<file path="src/rtl/core/vfu_pkg.sv">
`timescale 1ns / 1ps
`default_nettype none

package vfu_pkg;

   // Field limits and component width
   localparam int MAX_WIDTH  = 1024;
   localparam int MAX_HEIGHT = 1024;
   localparam int COMP_BITS  = 16;

   localparam int CFG_W     = 11;
   localparam int CSR_IDX_W = 2;
   localparam int COORD_W   = 11;
   localparam int OUT_W     = COMP_BITS + 1;
   localparam int SUM_W     = COMP_BITS + 2;
   localparam int COL_W     = $clog2(MAX_WIDTH);
   localparam int ROW_W     = $clog2(MAX_HEIGHT);
   localparam int NUM_BLK   = 4;

   localparam int QUEUE_DEPTH = 4;
   localparam int QPTR_W      = $clog2(QUEUE_DEPTH);
   localparam int QCNT_W      = $clog2(QUEUE_DEPTH + 1);

   localparam logic [CFG_W-1:0] RESET_WIDTH  = CFG_W'(64);
   localparam logic [CFG_W-1:0] RESET_HEIGHT = CFG_W'(64);

   // Register indexes
   localparam logic [CSR_IDX_W-1:0] REG_FIELD_WIDTH  = CSR_IDX_W'(0);
   localparam logic [CSR_IDX_W-1:0] REG_FIELD_HEIGHT = CSR_IDX_W'(1);

   // Block kinds, in issue order
   localparam int BLK_INNER  = 0;  // source up and to the left
   localparam int BLK_BOTTOM = 1;  // source to the left, bottom row
   localparam int BLK_RIGHT  = 2;  // source above, right column
   localparam int BLK_CORNER = 3;  // source is this vector, bottom right

   // Beat positions within a block: bit 0 is column offset, bit 1 row offset
   localparam logic [1:0] BEAT_TL = 2'd0;
   localparam logic [1:0] BEAT_TR = 2'd1;
   localparam logic [1:0] BEAT_BL = 2'd2;
   localparam logic [1:0] BEAT_BR = 2'd3;

   typedef struct packed {
      logic signed [COMP_BITS-1:0] x;
      logic signed [COMP_BITS-1:0] y;
   } vec_type;

   // One classified input: its neighbourhood and the blocks it releases
   typedef struct packed {
      vec_type                ul;
      vec_type                up;
      vec_type                lf;
      vec_type                vc;
      logic [COL_W-1:0]       col;
      logic [ROW_W-1:0]       row;
      logic [NUM_BLK-1:0]     blk;
   } job_type;

   function automatic logic signed [OUT_W-1:0] blend(
      input logic [1:0]                  beat,
      input logic signed [COMP_BITS-1:0] p,
      input logic signed [COMP_BITS-1:0] r,
      input logic signed [COMP_BITS-1:0] d,
      input logic signed [COMP_BITS-1:0] q
   );
      logic signed [SUM_W-1:0] sum;
      logic signed [OUT_W-1:0] res;
      sum = SUM_W'(p) + SUM_W'(r) + SUM_W'(d) + SUM_W'(q);
      case (beat)
         BEAT_TL: res = {p, 1'b0};
         BEAT_TR: res = OUT_W'(p) + OUT_W'(r);
         BEAT_BL: res = OUT_W'(p) + OUT_W'(d);
         default: res = sum[SUM_W-1:1];
      endcase
      return res;
   endfunction

endpackage

`default_nettype wire

</file>
<file path="src/rtl/core/vfu_queue.sv">
`timescale 1ns / 1ps
`default_nettype none

module vfu_queue (
   input  wire logic             clock,
   input  wire logic             reset,
   input  wire logic             push,
   input  wire vfu_pkg::job_type push_job,
   output logic                  full,
   input  wire logic             pop,
   output vfu_pkg::job_type      head,
   output logic                  head_valid
);
   import vfu_pkg::*;

   job_type             slot_ff [QUEUE_DEPTH];
   logic [QPTR_W-1:0]   wr_ptr_ff, wr_ptr_in, rd_ptr_ff, rd_ptr_in;
   logic [QCNT_W-1:0]   count_ff, count_in;
   logic                empty;

   assign empty      = (count_ff == '0);
   assign full       = (count_ff == QCNT_W'(QUEUE_DEPTH));
   assign head_valid = !empty;
   assign head       = slot_ff[rd_ptr_ff];

   always_comb begin
      wr_ptr_in = wr_ptr_ff;
      rd_ptr_in = rd_ptr_ff;
      count_in  = count_ff;
      if (push) begin
         wr_ptr_in = (wr_ptr_ff == QPTR_W'(QUEUE_DEPTH - 1)) ? '0 : QPTR_W'(wr_ptr_ff + 1'b1);
      end
      if (pop) begin
         rd_ptr_in = (rd_ptr_ff == QPTR_W'(QUEUE_DEPTH - 1)) ? '0 : QPTR_W'(rd_ptr_ff + 1'b1);
      end
      if (push && !pop) begin
         count_in = QCNT_W'(count_ff + 1'b1);
      end else if (pop && !push) begin
         count_in = QCNT_W'(count_ff - 1'b1);
      end
   end

   always_ff @(posedge clock) begin
      if (reset) begin
         wr_ptr_ff <= '0;
         rd_ptr_ff <= '0;
         count_ff  <= '0;
      end else begin
         wr_ptr_ff <= wr_ptr_in;
         rd_ptr_ff <= rd_ptr_in;
         count_ff  <= count_in;
      end
   end

   always_ff @(posedge clock) begin
      if (push) begin
         slot_ff[wr_ptr_ff] <= push_job;
      end
   end

   a_no_overflow: assert property (@(posedge clock) disable iff (reset)
      push |-> !full) else $error("push into full job queue");
   a_no_underflow: assert property (@(posedge clock) disable iff (reset)
      pop |-> !empty) else $error("pop from empty job queue");

endmodule

`default_nettype wire

</file>
<file path="config.mk">
export PLATFORM = sky130hd
export DESIGN_NAME = vfu_queue
export DESIGN_NICKNAME = d
export VERILOG_FILES = /design/src/rtl/core/vfu_pkg.sv /design/src/rtl/core/vfu_queue.sv
export SDC_FILE = /design/constraint.sdc
export NUM_CORES = 1
export LEC_CHECK = 0
export BUFFER_PORTS_ARGS = -buffer_cell sky130_fd_sc_hd__buf_2
export CAP_MARGIN = 15
export CORE_MARGIN = 5
export CORE_UTILIZATION = 45
export CTS_BUF_LIST = sky130_fd_sc_hd__clkbuf_2
export CTS_CLUSTER_DIAMETER = 200
export DETAILED_ROUTE_END_ITERATION = 8
export PLACE_DENSITY_LB_ADDON = 0.15
export SKIP_LAST_GASP = 1
export SLEW_MARGIN = 10
export SYNTH_ARGS = -nofsm -noshare
export SYNTH_HDL_FRONTEND = slang
export SYNTH_SLANG_ARGS = --single-unit
</file>
<file path="constraint.sdc">
create_clock -name clock -period 4.4 [get_ports clock]
set_input_delay 0.22 -clock clock [delete_from_list [all_inputs] [get_ports clock]]
set_output_delay 0.22 -clock clock [all_outputs]
set_load 0.1 [all_outputs]
</file>
==> flow_summary_export.csv, run 1 <==
group,metric,value,unit
place,dpl_cell_area,0.0248,mm2
clock_network,clk_latency,1.28,ns
clock_network,clockRootBuffer,"clkbuf_2",
clock_network,htreeDepth,4,
critical_path,cp_max_fo,41,
critical_path,crit_required,4.18,ns
drt,drc,0,
drt,first_pass_iters,4,
synthesis,ys_types,17,
synthesis,ys_warn_count,0,
drt,wl_per_cell,20.3,um
min_path,min_path_type,"primary input to flop",
cells_and_area,drive_above_1_share,42.7,%
global_route,grt_pass1_vias,13121,
critical_path,cpPeakStageDelay,0.98,ns
timing,rsz0062_at_grt,"false",
global_route,grt_usage,18.2,%
clock_network,post-cts-setup-buffer-count,0,
floorplan,core_area,0.0491,mm2
pwr,finalPower,13.3,mW
global_route,overflow,0,
cells_and_area,multi_input_area,0.00368,mm2
timing,finalSetupViolCount,0,
synthesis,ys_seq_area_share,82.5,%
timing,min_period,3.68,ns
timing,hold_viol,0,
synthesis,synthCells,838,
timing,skew,0.109,ns
cells_and_area,area_growth,31.7,%
critical_path,cp_slowest_cell,"dfxtp_4",
timing,worstMarginPinSlew,1.00,ns
pwr,power.leakage,10.4,nW
cells_and_area,seq_area,0.0184,mm2
cells_and_area,final_nets,1769,
floorplan,ios,310,
place,placed_cells,1799,
global_route,antenna_found_initial,7,
pwr,vdd_drop_max,0.000499,V
cells_and_area,fin_area,0.0294,mm2
global_route,grt_start_max_net_pins,77,
run,maxCapViolCount,0,
synthesis,synth_seq_cells,617,
timing,period_share,83.7,%
global_route,grt_pass1_wl,73700,um
timing,finalSetupTns,0,ns
timing,max_clock_freq,272,MHz
critical_path,crit_chain,"buf_4 > mux4_2 > buf_2",
critical_path,cp-end-kind,"output port",
clock_network,cts_buffer_depth,3,
critical_path,critPathKind,"flop to output port",
critical_path,cp-start-kind,"flop",
cells_and_area,fin_cells,2381,
floorplan,start_util,45.6,%
synthesis,synth_nets,1001,
clock_network,clk_pin_slew,0.12,ns
clock_network,clock-sinks,617,
clock_network,cts-buffers-inserted,156,
floorplan,die_h,233,um
clock_network,cts_tree,"done",
place,gp_congestion,0.726,
timing,slew_headroom,33.2,%
critical_path,cp_data_arrival_time,3.46,ns
floorplan,die_x,233,um
place,dp_hpwl,27700,um
clock_network,cts_resized,0,
drt,drt-initial-drc-count,554,
drt,viasPerCell,4.91,
pwr,power.density,453,mW/mm2
place,io_buffers,309,
status,status,"finished, final reports clean",
drt,ant_nets,0,
floorplan,num_rows,81,
cells_and_area,fin_util,60.0,%
drt,wirelength,48300,um
synthesis,avgSynthCellArea,26.7,um2
drt,vias,11691,
cells_and_area,fillers,3733,
floorplan,dieArea,0.0542,mm2
synthesis,synth_area,0.0223,mm2
timing,slew_violations,0,
-- report_power, final --
group          total, mW  leakage [nW]  switching [mW]  internal (mW)
combinational       2.63          3.65            1.95          0.674
clock               3.90          1.09            2.17           1.73
sequential          6.81          5.66          0.0841           6.73
-- per-layer routing --
layer | up-vias | routed length (um) | GRT usage (%)
met5 | - | 28 | 0
met4 | 6 | 988 | 6.94
li1 | 5285 | - | -
met1 | 5972 | 19400 | 21.6
met3 | 84 | 3440 | 7.24
met2 | 344 | 24400 | 30.1
-- cell type report --
cell class	instances	share of cell area, %
clock buffer	230	3.91
multi-input combinational	183	12.5
clock inverter	32	0.995
tap	664	2.82
inverter	4	0.0510
sequential	617	62.7
antenna	7	0.0595
timing repair buffer	644	17.0
-- flip-flops by register name, summed over array words and instances, names as in the netlist, named ones only --
name / cells
slot_ff: 608
rd_ptr_ff: 2
wr_ptr_ff: 2
count_ff: 3
-- cells in the final DEF (no fill, tap or decap) --
| master | Yosys | layout |
|---|---|---|
| inv_1 | 4 | 4 |
| clkinvlp_4 | 0 | 2 |
| o21ai_0 | 1 | 1 |
| bufinv_16 | 0 | 6 |
| fa_1 | 1 | 1 |
| mux2i_1 | 4 | 4 |
| buf_2 | 17 | 309 |
| diode_2 | 0 | 7 |
| clkinv_2 | 0 | 2 |
| buf_4 | 0 | 10 |
| xor2_1 | 2 | 2 |
| dlygate4sd3_1 | 0 | 313 |
| nor3b_1 | 2 | 2 |
| edfxtp_1 | 608 | 608 |
| dfxtp_4 | 0 | 2 |
| nor2_1 | 7 | 7 |
| dfxtp_1 | 9 | 7 |
| a21oi_1 | 2 | 2 |
| buf_12 | 0 | 12 |
| clkinv_1 | 0 | 20 |
| mux4_2 | 152 | 152 |
| or3_1 | 2 | 2 |
| ha_1 | 6 | 6 |
| clkinv_4 | 0 | 1 |
| and2_4 | 0 | 4 |
| inv_2 | 0 | 1 |
| clkbuf_2 | 0 | 230 |
-- stage by stage --
stage | setup slack (ns) | hold WS, ns
after floorplan | 1.54 | 0.289
after global placement | 1.83 | 0.434
after detailed placement | 1.82 | 0.436
after CTS | 0.377 | 0.00718
after global routing | 0.258 | 0.0848
final | 0.719 | 0.249
-- timing repair --
action	4_1_cts	5_1_grt
endpoints found under the setup margin	0	0
hold buffers	313	0
hold endpoints to repair	1198	0
-- cell usage after synthesis --
master | number | area (um2)
edfxtp_1 | 608 | 18300
mux4_2 | 152 | 3420
buf_2 | 17 | 85.1
buf_6 | 10 | 113
dfxtp_1 | 9 | 180
clkbuf_1 | 7 | 26.3
nor2_1 | 7 | 26.3
ha_1 | 6 | 75.1
and2_1 | 4 | 25.0
inv_1 | 4 | 15.0
mux2i_1 | 4 | 40.0
a21oi_1 | 2 | 10.0
nor3b_1 | 2 | 15.0
or3_1 | 2 | 12.5
xor2_1 | 2 | 17.5
fa_1 | 1 | 20.0
o21ai_0 | 1 | 5.00
-- critical path: cells and delay by family, from the launching register on --
kind,cells,cell delay (ns)
buffers and inverters,2,0.72
flip-flops,1,0.98
multiplexers,1,0.56
-- path summary, 6_finish.rpt --
kind | slack, ns | cells past startpoint | endpoint | from
setup / recovery | 0.72 | 3 | head[75] | flop
hold / removal | 0.25 | 3 | slot_ff[2][46] | push
setup reg to reg | 2.12 | 4 | slot_ff[0][31] | wr_ptr_ff[0]
hold reg to reg | 0.55 | 2 | flop | rd_ptr_ff[0]
-- logic make-up (layout without fill, tap and decap cells) --
group / after synthesis / after routing / share of synthesized area (%)
AND/OR/NAND/NOR: 15 / 15 / 0.353
adder cells (fa/ha/maj): 7 / 7 / 0.426
XOR/XNOR: 2 / 2 / 0.0784
buffers and inverters: 38 / 910 / 1.07
flip-flops: 617 / 617 / 82.5
AO/OA/AOI/OAI: 3 / 3 / 0.0672
multiplexers: 156 / 156 / 15.5
other: 0 / 7 / 0
Note: power is estimated with default switching activity, not from simulation.
==> inputs of run 2 (changes only) <==
- clock period: 4.4 -> 3.3 ns (I/O delays scaled with it)
==> run 2 against run 1 <==
Clock skew shrank 0.024 ns. Routed wire length rose by 3.5%. Sequential share of layout area is 1.5 points lower. First-iteration DRC count is 0.36% lower. Global-route usage grew 0.83 points. Hold slack improved by 0.0076 ns. Register-to-register slack got worse by 1.4 ns. Die area unchanged. Clock power increased by 25%. Cell area increased by 2.4%. Clock-buffer cell count fell by 2. Via count up 1.7%. Critical path type unchanged.
==> flow_summary_export.csv, run 2 (synthesis gave the netlist of run 1 again) <==
group,metric,value,unit
timing,max_clock_freq,320,MHz
clock_network,htreeDepth,4,
status,status,"finished, final reports clean",
global_route,overflow,0,
timing,skew,0.0849,ns
floorplan,die_h,233,um
critical_path,cp_slowest_cell,"mux4_2",
floorplan,core_area,0.0491,mm2
drt,first_pass_iters,4,
critical_path,cp_data_arrival_time,2.96,ns
critical_path,cpPeakStageDelay,0.53,ns
run,maxCapViolCount,0,
floorplan,ios,310,
floorplan,dieArea,0.0542,mm2
global_route,grt_pass1_vias,13501,
critical_path,crit_chain,"buf_12 > bufbuf_16 > mux4_2 > buf_4",
drt,viasPerCell,4.94,
clock_network,cts_tree,"done",
floorplan,num_rows,81,
cells_and_area,fillers,3657,
cells_and_area,area_growth,34.8,%
floorplan,start_util,45.6,%
critical_path,critPathTopFamily,"buffers and inverters",
cells_and_area,drive_above_1_share,42.7,%
timing,slew_violations,0,
critical_path,cp-start-kind,"flop",
clock_network,clk_latency,1.27,ns
timing,period_share,94.7,%
drt,wirelength,50000,um
timing,finalSetupViolCount,0,
floorplan,die_x,233,um
pwr,power.density,586,mW/mm2
global_route,gr-usage-met1,23.2,%
timing,finalSetupTns,0,ns
cells_and_area,final_nets,1805,
global_route,met3_usage,6.31,%
cells_and_area,final_common_cell,"edfxtp_1",
clock_network,clock-sinks,617,
clock_network,clockRootBuffer,"clkbuf_2",
timing,worstMarginPinSlew,0.843,ns
cells_and_area,top_register,"slot_ff",
pwr,power.leakage,10.7,nW
cells_and_area,layout_common_cells,"edfxtp_1 (608), dlygate4sd3_1 (335), clkbuf_2 (228)",
place,io_buffers,309,
drt,drc,0,
global_route,use_met2,31.5,%
place,dp_hpwl,28200,um
pwr,vdd_drop_max,0.000357,V
critical_path,cp-end-kind,"output port",
global_route,grt_busiest_layer,"met2",
cells_and_area,largest_reg_flops,608,
timing,min_period,3.12,ns
critical_path,critPathKind,"flop to output port",
global_route,grt_start_max_net_pins,69,
timing,whs,0.257,ns
critical_path,crit_required,3.13,ns
clock_network,cts-buffers-inserted,154,
drt,wl_per_cell,20.8,um
clock_network,clk_pin_slew,0.10,ns
global_route,antenna_found_initial,6,
drt,vias,11890,
drt,ant_nets,0,
drt,drt-initial-drc-count,552,
timing,hold_viol,0,
critical_path,critPathBufInv,3,
timing,slew_headroom,43.8,%
global_route,grt_usage,19.0,%
clock_network,cts_buffer_depth,3,
global_route,grt_pass1_wl,76900,um
cells_and_area,largestRegisters,"slot_ff (608), count_ff (3)",
timing,rsz0062_at_grt,"true",
min_path,min_path_type,"primary input to flop",
critical_path,cp_max_fo,16,
place,gp_congestion,0.721,
==> run 2: changes by cell type in the layout (fill, tap and decap cells not counted), sizes merged, moves of 3 or more <==
cell / delta
buf: +13
bufbuf: +3
bufinv: -3
clkinv: -8
dlygate4sd3: +22
inv: +3
==> run 2: layout make-up <==
type / instances / area [um2] / share of cell area, %
Tap cell: 664 / 831 / 2.76
Inverter: 4 / 15.0 / 0.0498
Timing Repair Buffer: 682 / 5830 / 19.4
Multi-Input combinational cell: 183 / 3680 / 12.2
Antenna cell: 8 / 20.0 / 0.0664
Clock inverter: 22 / 163 / 0.540
Sequential cell: 617 / 18400 / 61.2
Clock buffer: 228 / 1140 / 3.79
==> run 2: power breakdown <==
group	internal, mW	switching [mW]	leakage [nW]	total (mW)
combinational	1.09	2.67	4.01	3.76
sequential	8.97	0.0807	5.66	9.05
clock	2.03	2.82	1.03	4.86
total	12.1	5.57	10.7	17.7
==> run 2: final timing paths <==
kind | from | endpoint | slack, ns | cells past startpoint
min | push_job[25] | slot_ff[3][25] | 0.26 | 3
min reg2reg | rd_ptr_ff[0] | flop | 0.49 | 2
max | flop | head[87] | 0.18 | 4
max reg2reg | count_ff[0] | count_ff[2] | 0.71 | 6
==> run 2: routing by layer <==
layer | vias to the layer above | part of all wire (%)
met5 | - | 0.038
met4 | 4 | 2.2
met3 | 82 | 7.1
met2 | 353 | 51
met1 | 6096 | 40
li1 | 5355 | -
==> run 2: per-stage QoR <==
stage	instance area [um2]	utilization, %	setup WS, ns	power, mW	cells
floorplan	22400	-	0.439	11.8	838
detailed placement	24900	50.8	1.12	12.5	1807
global route	30100	61.4	-0.110	18.6	2408
global placement	24900	50.8	1.11	12.5	1807
finish	30100	61.4	0.176	17.7	2408
CTS	30100	61.4	-0.0931	17.9	2401
==> run 2: timing repair <==
item,in CTS,in global routing
cloned,3,0
setup buffers,5,0
endpoints found under the hold margin,1225,0
hold buffers,336,0
gates resized for setup,139,0
endpoints found under the setup margin,152,35
==> run 2: worst min-delay path: cells and delay by family <==
kind,cells,cell delay (ns)
buf+inv,3,1.22
