### config.mk
export PLATFORM = sky130hd
export DESIGN_NAME = vfu_back
export DESIGN_NICKNAME = d
export VERILOG_FILES = /design/src/rtl/core/vfu_pkg.sv /design/src/rtl/core/vfu_back.sv
export SDC_FILE = /design/constraint.sdc
export NUM_CORES = 1
export LEC_CHECK = 0
export BUFFER_PORTS_ARGS = -buffer_cell sky130_fd_sc_hd__buf_2
export CORE_UTILIZATION = 44
export DETAILED_ROUTE_END_ITERATION = 10
export PLACE_DENSITY = 0.66
export SLEW_MARGIN = 5
export SYNTH_ARGS = -nofsm -noshare
export SYNTH_HDL_FRONTEND = slang
export SYNTH_SLANG_ARGS = --single-unit
### constraint.sdc
create_clock -name clock -period 5.4 [get_ports clock]
set_clock_uncertainty 0.05 [all_clocks]
set_input_delay 1.08 -clock clock [delete_from_list [all_inputs] [get_ports clock]]
set_output_delay 1.08 -clock clock [all_outputs]
set_load 0.01 [all_outputs]
### src/rtl/core/vfu_pkg.sv
`timescale 1ns / 1ps
`default_nettype none

package vfu_pkg;

   // Field limits and component width
   localparam int MAX_WIDTH  = 1024;
   localparam int MAX_HEIGHT = 1024;
   localparam int COMP_BITS  = 16;

   localparam int CFG_W     = 11;
   localparam int CSR_IDX_W = 2;
   localparam int COORD_W   = 11;
   localparam int OUT_W     = COMP_BITS + 1;
   localparam int SUM_W     = COMP_BITS + 2;
   localparam int COL_W     = $clog2(MAX_WIDTH);
   localparam int ROW_W     = $clog2(MAX_HEIGHT);
   localparam int NUM_BLK   = 4;

   localparam int QUEUE_DEPTH = 4;
   localparam int QPTR_W      = $clog2(QUEUE_DEPTH);
   localparam int QCNT_W      = $clog2(QUEUE_DEPTH + 1);

   localparam logic [CFG_W-1:0] RESET_WIDTH  = CFG_W'(64);
   localparam logic [CFG_W-1:0] RESET_HEIGHT = CFG_W'(64);

   // Register indexes
   localparam logic [CSR_IDX_W-1:0] REG_FIELD_WIDTH  = CSR_IDX_W'(0);
   localparam logic [CSR_IDX_W-1:0] REG_FIELD_HEIGHT = CSR_IDX_W'(1);

   // Block kinds, in issue order
   localparam int BLK_INNER  = 0;  // source up and to the left
   localparam int BLK_BOTTOM = 1;  // source to the left, bottom row
   localparam int BLK_RIGHT  = 2;  // source above, right column
   localparam int BLK_CORNER = 3;  // source is this vector, bottom right

   // Beat positions within a block: bit 0 is column offset, bit 1 row offset
   localparam logic [1:0] BEAT_TL = 2'd0;
   localparam logic [1:0] BEAT_TR = 2'd1;
   localparam logic [1:0] BEAT_BL = 2'd2;
   localparam logic [1:0] BEAT_BR = 2'd3;

   typedef struct packed {
      logic signed [COMP_BITS-1:0] x;
      logic signed [COMP_BITS-1:0] y;
   } vec_type;

   // One classified input: its neighbourhood and the blocks it releases
   typedef struct packed {
      vec_type                ul;
      vec_type                up;
      vec_type                lf;
      vec_type                vc;
      logic [COL_W-1:0]       col;
      logic [ROW_W-1:0]       row;
      logic [NUM_BLK-1:0]     blk;
   } job_type;

   function automatic logic signed [OUT_W-1:0] blend(
      input logic [1:0]                  beat,
      input logic signed [COMP_BITS-1:0] p,
      input logic signed [COMP_BITS-1:0] r,
      input logic signed [COMP_BITS-1:0] d,
      input logic signed [COMP_BITS-1:0] q
   );
      logic signed [SUM_W-1:0] sum;
      logic signed [OUT_W-1:0] res;
      sum = SUM_W'(p) + SUM_W'(r) + SUM_W'(d) + SUM_W'(q);
      case (beat)
         BEAT_TL: res = {p, 1'b0};
         BEAT_TR: res = OUT_W'(p) + OUT_W'(r);
         BEAT_BL: res = OUT_W'(p) + OUT_W'(d);
         default: res = sum[SUM_W-1:1];
      endcase
      return res;
   endfunction

endpackage

`default_nettype wire

### src/rtl/core/vfu_back.sv
`timescale 1ns / 1ps
`default_nettype none

module vfu_back (
   input  wire logic                              clock,
   input  wire logic                              reset,
   input  wire vfu_pkg::job_type                  head,
   input  wire logic                              head_valid,
   output logic                                   pop,
   output logic                                   rsp_valid,
   input  wire logic                              rsp_stall,
   output logic [vfu_pkg::COORD_W-1:0]            rsp_out_col,
   output logic [vfu_pkg::COORD_W-1:0]            rsp_out_row,
   output logic signed [vfu_pkg::OUT_W-1:0]       rsp_out_x,
   output logic signed [vfu_pkg::OUT_W-1:0]       rsp_out_y,
   output logic                                   rsp_run_last
);
   import vfu_pkg::*;

   logic [NUM_BLK-1:0] done_ff, done_in;
   logic [1:0]         beat_ff, beat_in;
   logic               rsp_valid_ff, rsp_valid_in;
   logic [COORD_W-1:0] col_ff, row_ff;
   logic signed [OUT_W-1:0] x_ff, y_ff;
   logic               last_ff;

   logic [NUM_BLK-1:0] remaining, cur_bit;
   logic               last_blk, emit, out_free;
   vec_type            p, r, d, q;
   logic [COL_W-1:0]   sx;
   logic [ROW_W-1:0]   sy;

   assign remaining = head.blk & ~done_ff;

   // Pick the earliest block still owed and its four neighbours
   always_comb begin
      cur_bit = '0;
      sx = head.col;
      sy = head.row;
      p  = head.vc;
      r  = head.vc;
      d  = head.vc;
      q  = head.vc;
      if (remaining[BLK_INNER]) begin
         cur_bit[BLK_INNER] = 1'b1;
         sx = COL_W'(head.col - 1'b1);
         sy = ROW_W'(head.row - 1'b1);
         p  = head.ul;
         r  = head.up;
         d  = head.lf;
      end else if (remaining[BLK_BOTTOM]) begin
         cur_bit[BLK_BOTTOM] = 1'b1;
         sx = COL_W'(head.col - 1'b1);
         p  = head.lf;
         d  = head.lf;
      end else if (remaining[BLK_RIGHT]) begin
         cur_bit[BLK_RIGHT] = 1'b1;
         sy = ROW_W'(head.row - 1'b1);
         p  = head.up;
         r  = head.up;
      end else if (remaining[BLK_CORNER]) begin
         cur_bit[BLK_CORNER] = 1'b1;
      end
   end

   assign last_blk = ((remaining & ~cur_bit) == '0);
   assign out_free = !rsp_valid_ff || !rsp_stall;
   assign emit     = head_valid && out_free;
   assign pop      = emit && (beat_ff == BEAT_BR) && last_blk;

   always_comb begin
      beat_in      = emit ? 2'(beat_ff + 1'b1) : beat_ff;
      done_in      = done_ff;
      if (emit && (beat_ff == BEAT_BR)) begin
         done_in = last_blk ? '0 : (done_ff | cur_bit);
      end
      rsp_valid_in = out_free ? emit : rsp_valid_ff;
   end

   always_ff @(posedge clock) begin
      if (reset) begin
         done_ff      <= '0;
         beat_ff      <= BEAT_TL;
         rsp_valid_ff <= 1'b0;
      end else begin
         done_ff      <= done_in;
         beat_ff      <= beat_in;
         rsp_valid_ff <= rsp_valid_in;
      end
   end

   // Output register: load a fresh beat whenever the slot is free and a job waits
   always_ff @(posedge clock) begin
      if (emit) begin
         col_ff  <= COORD_W'({sx, beat_ff[0]});
         row_ff  <= COORD_W'({sy, beat_ff[1]});
         x_ff    <= blend(beat_ff, p.x, r.x, d.x, q.x);
         y_ff    <= blend(beat_ff, p.y, r.y, d.y, q.y);
         last_ff <= (beat_ff == BEAT_BR) && last_blk;
      end
   end

   assign rsp_valid    = rsp_valid_ff;
   assign rsp_out_col  = col_ff;
   assign rsp_out_row  = row_ff;
   assign rsp_out_x    = x_ff;
   assign rsp_out_y    = y_ff;
   assign rsp_run_last = last_ff;

   a_block_owed: assert property (@(posedge clock) disable iff (reset)
      head_valid |-> (remaining != '0)) else $error("queued job with no block left");
   a_mid_block_has_job: assert property (@(posedge clock) disable iff (reset)
      (beat_ff != BEAT_TL) |-> head_valid) else $error("block half issued without a job");

endmodule

`default_nettype wire

==> results.json, run 1 <==
{
  "path_buf_inv": 4,
  "grt_pass1_wl_um": 49300,
  "grt_start_max_net_pins": 61,
  "place_hpwl_um": 25400,
  "tightest_slew_ps": 1100,
  "ant_nets": 0,
  "cts_sinks": 64,
  "drc": 0,
  "dp.cells": 1715,
  "fin_crit_sh_pct": 94.8,
  "cp.required_ps": 5460,
  "synth_top_cell_by_area": "edfxtp_1",
  "cap_violations": 0,
  "path_class": "in2reg",
  "cp_slowest_cell": "fa_1",
  "setup_tns_ps": 0,
  "rsz0062_at_grt": "false",
  "place.port_buffers": 214,
  "cp_slowest_stage_delay_ps": 480,
  "avgSynthCellArea_um2": 8.09,
  "io_pins": 215,
  "rrSetupSlack_ps": 800,
  "path_cells": "buf_2, nor2b_4, buf_4, nand2_1, a311oi_1, a21o_1, inv_1, fa_1, inv_1, fa_1, ha_1, a21o_1, a221o_1, a32oi_2, a211oi_1, xnor2_1, a211o_1",
  "fin_util_pct": 54.4,
  "hold_ws_ps": 429,
  "status": "completed",
  "drt_iter0_drc": 694,
  "synth_top_area_share_pct": 17.4,
  "cts_made_buffers": 9,
  "power_mw": 3.76,
  "hold_path.class": "reg2reg",
  "globalRouteTotalUtil_pct": 28.1,
  "start_util_pct": 45.0,
  "synthTopCellsByArea": "edfxtp_1, fa_1, ha_1",
  "place_ws_ps": -138,
  "core-area_um2": 21900,
  "ys.flop_type": "edfxtp_1",
  "cp-end-kind": "register",
  "path_max_fanout": 23,
  "final_cells": 1733,
  "ys_warn_count": 0,
  "clock_path_buffers": 2,
  "gp_congestion": 0.908,
  "max-vdd-ir-drop_mv": 0.173,
  "slew_headroom_pct": 26.5,
  "htree_levels": 3,
  "start_kind": "primary input",
  "vias": 9971,
  "rows": 54,
  "synth_edf_count": 57,
  "ys_ff_latch": 64,
  "finalWorstSetupSlack_ps": 280,
  "drive_above_1_share_pct": 22.2,
  "syn2layout_area_growth_pct": 20.8,
  "layout.nets": 1740,
  "die-height_um": 152,
  "p_leak_nw": 5.75,
  "die_area_um2": 23000,
  "clk_latency_ps": 350,
  "setup_viol": 0,
  "dr.pass1.iters": 7,
  "design_area_um2": 11900,
  "netlist_instances": 1218,
  "grt_pass1_vias": 9438,
  "place_area_um2": 11600,
  "grt_remaining_overflow": 0,
  "synth_sequential_area_ratio_pct": 18.8,
  "syn-cell-area_um2": 9850,
  "wire_per_inst_um": 18.4,
  "worstPathArrival_ps": 5180,
  "clkTransAtPathRegs_ps": 60,
  "wl_um": 31800,
  "hold_violations": 0,
  "cts_tree": "yes",
  "maxSlewViolCount": 0,
  "synthArstFlopShare_pct": 0,
  "clock.fmax_ghz": 0.195,
  "path_delay_family": "compound AO/OA/AOI/OAI gates",
  "p_per_area_nw_per_um2": 316,
  "antenna_found_initial": 2,
  "cts_root_buffer": "clkbuf_16",
  "drt-vias-per-instance": 5.75,
  "synth_cell_types": 76,
  "die_w_um": 152,
  "synth_fp_nets": 1512,
  "post_cts_buffers": 0,
  "period_needed_ps": 5120
}
[layout make-up]
type                       instances  area (um2)
antenna                            2        5.00
clock buffer                      10         229
clock inverter                     6        60.1
fill                            2120        9990
inverter                         149         559
multi-input combinational        946        7250
sequential                        64        1850
tap                              280         350
timing repair buffer             276        1600
[registers in the layout, indices dropped and copies added (netlist names)]
signal and cells:
beat_ff 2, rsp_valid 1, done_ff 4, rsp_run_last 1, rsp_out_x 17, rsp_out_y 17, rsp_out_col 11, rsp_out_row 11
[path summary, 6_finish.rpt]
path,from,endpoint,cells past startpoint
worst max register to register,done_ff[2]$_SDFFE_PP0P_,rsp_out_y[16]$_DFFE_PP_,16
worst min register to register,done_ff[3]$_SDFFE_PP0P_,done_ff[3]$_SDFFE_PP0P_,2
worst min-delay path,done_ff[3]$_SDFFE_PP0P_,done_ff[3]$_SDFFE_PP0P_,2
worst max-delay path,head[2],rsp_out_y[16]$_DFFE_PP_,17
[worst register-to-register path, delay by kind of cell (launching register included)]
kind | cells | cell delay [ps]
adders and majority gates | 3 | 1170
DFF | 1 | 350
and+or+nand+nor | 2 | 350
AOI/OAI and AO/OA | 7 | 1800
buffers and inverters | 3 | 490
xor gates and xnor gates | 1 | 150
[cell usage after synthesis (all sizes together) (26+ instances only)]
cell type and count:
clkbuf 33, a21oi 109, nand2 139, fa 68, nor2 107, inv 148
mux2i 45, a311oi 28, xnor2 35, buf 26, a21o 39, o21ai 56
ha 70, edfxtp 57
[repair_timing]
item                                   4_1_cts  5_1_grt
hold buffers                                 0        0
endpoints found under the hold margin        0        0
gates resized for setup                      0        3
setup endpoints to repair                    0        3
[cell usage in the layout, fill, tap and decap left out, types with 5 or more instances in the layout]
master	Yosys	layout
a211oi_1	13	13
a21o_1	39	39
a21oi_1	107	106
a221o_1	5	5
a221oi_1	7	7
a22oi_1	11	11
a311oi_1	28	28
a31oi_1	14	14
and3_1	5	5
buf_12	0	5
buf_2	21	214
buf_4	0	57
clkbuf_16	0	9
dfxtp_1	7	7
edfxtp_1	57	57
fa_1	68	68
ha_1	70	69
inv_1	148	148
mux2_2	5	5
mux2i_1	45	45
nand2_1	138	137
nand2b_1	10	9
nand3_1	14	14
nand3b_1	5	5
nand4_1	6	6
nor2_1	106	106
nor2b_1	12	10
nor3_1	12	12
nor4_1	7	7
o211ai_1	6	6
o21a_1	12	12
o21ai_0	55	54
o21bai_1	7	7
o221ai_1	6	6
o22ai_1	6	6
o31ai_1	7	7
xnor2_1	35	35
xor2_1	22	22
[power by group]
| group | total (mW) | leakage (nW) | switching, mW | internal, mW |
|---|---|---|---|---|
| logic | 2.52 | 4.99 | 1.43 | 1.09 |
| registers | 0.641 | 0.615 | 0.0196 | 0.622 |
| clock network | 0.598 | 0.140 | 0.243 | 0.355 |
[layer usage]
layer,wire length (um),vias to the layer above,GRT usage [%]
met2,14400,446,45.1
met1,13900,4701,38.0
met4,806,0,9.90
met5,0,-,0
met3,2790,61,4.82
li1,-,4763,-
[cells by family (layout without fill, tap and decap cells)]
family | count (synthesis) | after routing | share of synthesized area (%)
other | 0 | 2 | 0
buffers and inverters | 208 | 441 | 8.19
DFF | 64 | 64 | 18.8
adders and majority gates | 138 | 138 | 22.7
and+or+nand+nor | 341 | 341 | 15.5
xor gates and xnor gates | 57 | 57 | 5.07
AOI/OAI and AO/OA | 360 | 360 | 24.6
muxes | 50 | 50 | 5.14
Note: power is estimated with default switching activity, not from simulation.
==> run 2, diff against run 1 <==
--- a/config.mk
+++ b/config.mk
@@ -6,6 +6,7 @@
 export NUM_CORES = 1
 export LEC_CHECK = 0
 export BUFFER_PORTS_ARGS = -buffer_cell sky130_fd_sc_hd__buf_2
+export CORE_ASPECT_RATIO = 0.75
 export CORE_UTILIZATION = 44
 export DETAILED_ROUTE_END_ITERATION = 10
 export PLACE_DENSITY = 0.66
==> run 2 against run 1 <==
Compared with the run above: total power is 2.9% higher; critical endpoint is now rsp_out_x[13]$_DFFE_PP_; largest cell class unchanged; wire length is 0.86% higher; cell area is 1.3% higher; utilization is 0.45 points higher.
==> results.json, run 2 (synthesis results as in run 1) <==
{
  "cts_root_buffer": "clkbuf_16",
  "p_per_area_nw_per_um2": 321,
  "design_area_um2": 12100,
  "die_w_um": 175,
  "setup_viol": 0,
  "cp-end-kind": "register",
  "drive_above_1_share_pct": 23.1,
  "grt_start_max_net_pins": 61,
  "clk_latency_ps": 340,
  "cap_violations": 0,
  "hold_violations": 0,
  "path_class": "in2reg",
  "hold_path.class": "reg2reg",
  "post_cts_resized": 0,
  "path_max_fanout": 6,
  "final_common_cell": "buf_2",
  "place_hpwl_um": 25800,
  "grt_remaining_overflow": 0,
  "wl_um": 32100,
  "cp.required_ps": 5420,
  "max-vdd-ir-drop_mv": 0.144,
  "wire_per_inst_um": 18.2,
  "cts_hold_buf": 0,
  "cts_tree": "yes",
  "status": "completed",
  "place.port_buffers": 214,
  "period_needed_ps": 5080,
  "vias": 9972,
  "htree_levels": 3,
  "start_util_pct": 44.8,
  "p_leak_nw": 5.84,
  "final_cell_mix": "buf_2, inv_1, nand2_1, a21oi_1, nor2_1",
  "rsz0062_at_grt": "false",
  "worstPathArrival_ps": 5100,
  "setup_tns_ps": 0,
  "drt-vias-per-instance": 5.65,
  "syn2layout_area_growth_pct": 22.3,
  "hold_ws_ps": 436,
  "grt_pass1_wl_um": 50100,
  "fin_crit_sh_pct": 94.0,
  "slew_headroom_pct": 25.1,
  "cts_sinks": 64,
  "post_cts_buffers": 0,
  "cp_slowest_stage_delay_ps": 460,
  "core-area_um2": 22000,
  "layout.nets": 1760,
  "clkTransAtPathRegs_ps": 60,
  "rows": 47,
  "io_pins": 215,
  "start_kind": "primary input",
  "maxSlewViolCount": 0,
  "grt_pass1_vias": 9373,
  "finalWorstSetupSlack_ps": 324,
  "cts_made_buffers": 9,
  "place_area_um2": 11800,
  "tightest_slew_ps": 1120,
  "ant_nets": 0,
  "path_cells": "buf_2, nor2b_4, a21oi_4, buf_4, mux2i_1, fa_1, inv_1, fa_1, ha_1, a211oi_1, o21ai_0, buf_4, a21boi_0, o311ai_0, xnor2_1, a22oi_1",
  "antenna_found_initial": 2,
  "globalRouteTotalUtil_pct": 27.8,
  "dr.pass1.iters": 6,
  "cp_slowest_cell": "fa_1",
  "drc": 0,
  "drt_iter0_drc": 827,
  "die_area_um2": 23000,
  "die-height_um": 132,
  "place_ws_ps": 12.4,
  "clock_path_buffers": 2,
  "gp_congestion": 0.924,
  "clock.fmax_ghz": 0.197
}
[run 2: cell types whose count changed in the layout (fill, tap and decap cells not counted), sizes merged]
cell and delta:
buf +20, diode -1
[run 2: power breakdown]
| group | internal [mW] | switching, mW |
|---|---|---|
| Sequential | 0.622 | 0.0219 |
| Clock | 0.355 | 0.245 |
| Combinational | 1.16 | 1.46 |
| Total | 2.14 | 1.73 |
[run 2: metrics by stage]
| step | std cells | total power [mW] | util [%] |
|---|---|---|---|
| final | 1766 | 3.87 | 54.8 |
| after CTS | 1765 | 3.85 | 54.8 |
| after global placement | 1749 | 3.20 | 53.5 |
| after global routing | 1765 | 4.18 | 54.8 |
| after floorplan | 1218 | 2.41 | - |
| after detailed placement | 1749 | 3.23 | 53.5 |
[run 2: final timing paths]
| path | start | to | slack, ps | cells after the start |
|---|---|---|---|---|
| worst max-delay path | head[2] | rsp_out_x[13]$_DFFE_PP_ | 320 | 16 |
| worst min-delay path | done_ff[3]$_SDFFE_PP0P_ | done_ff[3]$_SDFFE_PP0P_ | 440 | 2 |
| worst max register to register | done_ff[1]$_SDFFE_PP0P_ | rsp_out_x[13]$_DFFE_PP_ | 740 | 15 |
| worst min register to register | done_ff[3]$_SDFFE_PP0P_ | done_ff[3]$_SDFFE_PP0P_ | 440 | 2 |
[run 2: metal layers]
layer | GRT usage, % | routed length, um
met3 | 3.88 | 2530
met4 | 6.09 | 397
met1 | 41.7 | 15600
met5 | 0 | 8
met2 | 41.9 | 13500
[run 2: layout make-up]
cell class	instances	area, um2
multi-input combinational	946	7240
antenna	1	2.50
inverter	149	559
clock buffer	10	229
clock inverter	6	60.1
fill	2081	9940
timing repair buffer	296	1750
tap	294	368
sequential	64	1850
[run 2: critical path: cells and delay by family]
kind	cells	cell delay (ps)
and+or+nand+nor	1	160
adders and majority gates	3	1230
AOI/OAI and AO/OA	6	1540
muxes	1	300
xor gates and xnor gates	1	190
buffers and inverters	4	610
==> run 3, diff against run 2 <==
--- a/config.mk
+++ b/config.mk
@@ -8,6 +8,7 @@
 export BUFFER_PORTS_ARGS = -buffer_cell sky130_fd_sc_hd__buf_2
 export CORE_ASPECT_RATIO = 0.75
 export CORE_UTILIZATION = 44
+export CTS_BUF_LIST = sky130_fd_sc_hd__clkbuf_8
 export DETAILED_ROUTE_END_ITERATION = 10
 export PLACE_DENSITY = 0.66
 export SLEW_MARGIN = 5
==> run 3 against run 2 <==
Compared with the run above: utilization fell by 0.46 points; critical path depth rose by 2; worst setup slack improved by 24 ps; total power fell by 4.5%; die area is the same; cell area decreased by 0.84%; sequential share of layout area increased by 0.13 points; sequential cell count stayed put; via count grew 0.22%; clock power shrank 28%; critical endpoint unchanged.
==> results.json, run 3 (synthesis results as in run 1) <==
{
  "post_cts_resized": 0,
  "grt_pass1_vias": 9377,
  "period_needed_ps": 5050,
  "start_util_pct": 44.8,
  "globalRouteTotalUtil_pct": 27.7,
  "hold_ws_ps": 439,
  "cp.required_ps": 5450,
  "drt_iter0_drc": 904,
  "comb_power_share_pct": 70.9,
  "grt_start_max_net_pins": 61,
  "cts_tree": "yes",
  "status": "completed",
  "vias": 9994,
  "intPower_mw": 1.99,
  "ant_nets": 0,
  "clk_latency_ps": 370,
  "p_per_area_nw_per_um2": 309,
  "place_area_um2": 11800,
  "cts_made_buffers": 9,
  "setup_viol": 0,
  "io_pins": 215,
  "path_class": "in2reg",
  "cap_violations": 0,
  "cts_hold_buf": 0,
  "hold_violations": 0,
  "maxSlewViolCount": 0,
  "rsz0062_at_grt": "false",
  "drt-vias-per-instance": 5.66,
  "final_cell_mix": "buf_2, inv_1, nand2_1, a21oi_1, nor2_1",
  "syn2layout_area_growth_pct": 21.3,
  "die-height_um": 132,
  "antenna_found_initial": 2,
  "place_hpwl_um": 25800,
  "fin_util_pct": 54.4,
  "finalWorstSetupSlack_ps": 348,
  "grt_pass1_wl_um": 49900,
  "drive_above_1_share_pct": 23.1,
  "hold_path.class": "reg2reg",
  "place_ws_ps": 12.4,
  "design_area_um2": 12000,
  "wire_per_inst_um": 18.1,
  "rows": 47,
  "seqPwrFrac_pct": 17.4,
  "p_sw_mw": 1.70,
  "htree_levels": 3,
  "cts_sinks": 64,
  "core-area_um2": 22000,
  "worstPathArrival_ps": 5110,
  "switching_share_pct": 46.1,
  "gp_congestion": 0.924,
  "p_clk_share_pct": 11.7,
  "p_leak_nw": 5.80,
  "final_common_cell": "buf_2",
  "start_kind": "primary input",
  "cts_root_buffer": "clkbuf_8",
  "clock_path_buffers": 2,
  "path_max_fanout": 6,
  "setup_tns_ps": 0,
  "grt_remaining_overflow": 0,
  "slew_headroom_pct": 27.1,
  "wl_um": 32000,
  "die_w_um": 175,
  "tightest_slew_ps": 1090,
  "fin_crit_sh_pct": 93.6,
  "place.port_buffers": 214,
  "dr.pass1.iters": 7,
  "clkTransAtPathRegs_ps": 80,
  "max-vdd-ir-drop_mv": 0.147,
  "power_mw": 3.69,
  "layout.nets": 1760,
  "final_cells": 1766,
  "clock.fmax_ghz": 0.198,
  "dp.cells": 1749,
  "post_cts_buffers": 0,
  "cp-end-kind": "register",
  "die_area_um2": 23000,
  "drc": 0
}
==> run 3: metal layers <==
| layer | wire length, um | global-route usage (%) |
|---|---|---|
| met1 | 15300 | 41.5 |
| met2 | 13400 | 41.9 |
| met3 | 2820 | 3.91 |
| met4 | 435 | 5.80 |
| met5 | 8 | 0 |
==> run 3: final cells by class <==
cell class | count | area (um2)
fillers | 2098 | 10000
multi-input cells | 946 | 7240
flip-flops and latches | 64 | 1850
repair buffers | 296 | 1750
inverters | 149 | 559
well taps | 294 | 368
clock buffers | 9 | 124
clock inverters | 7 | 63.8
diodes | 1 | 2.50
==> run 3: power by group through the flow <==
stage | Clock [mW] | Combinational (mW) | Sequential, mW
6_report | 0.433 | 2.62 | 0.643
4_1_cts | 0.441 | 2.60 | 0.643
2_1_floorplan | 0 | 1.73 | 0.678
3_3_place_gp | 0 | 2.55 | 0.654
5_1_grt | 0.456 | 2.90 | 0.647
3_5_place_dp | 0 | 2.58 | 0.653
==> run 3: worst max-delay path: stages <==
cell and delay [ps]:
buf_2 130, nor2b_4 260, buf_4 160, nand2_1 60, a311oi_1 250, a21o_1 180
inv_1 70, fa_1 480, inv_1 50, fa_1 480, ha_1 310, a211oi_1 320
o21ai_0 220, buf_4 180, a21boi_0 390, o311ai_0 220, xnor2_1 190, a22oi_1 80
==> run 3: path summary, 6_finish.rpt <==
check / from / endpoint / slack, ps / cells after the start
max reg2reg: done_ff[1]$_SDFFE_PP0P_ / rsp_out_x[13]$_DFFE_PP_ / 740 / 15
min reg2reg: done_ff[3]$_SDFFE_PP0P_ / done_ff[3]$_SDFFE_PP0P_ / 440 / 2
min: done_ff[3]$_SDFFE_PP0P_ / done_ff[3]$_SDFFE_PP0P_ / 440 / 2
max: head[2] / rsp_out_x[13]$_DFFE_PP_ / 350 / 18
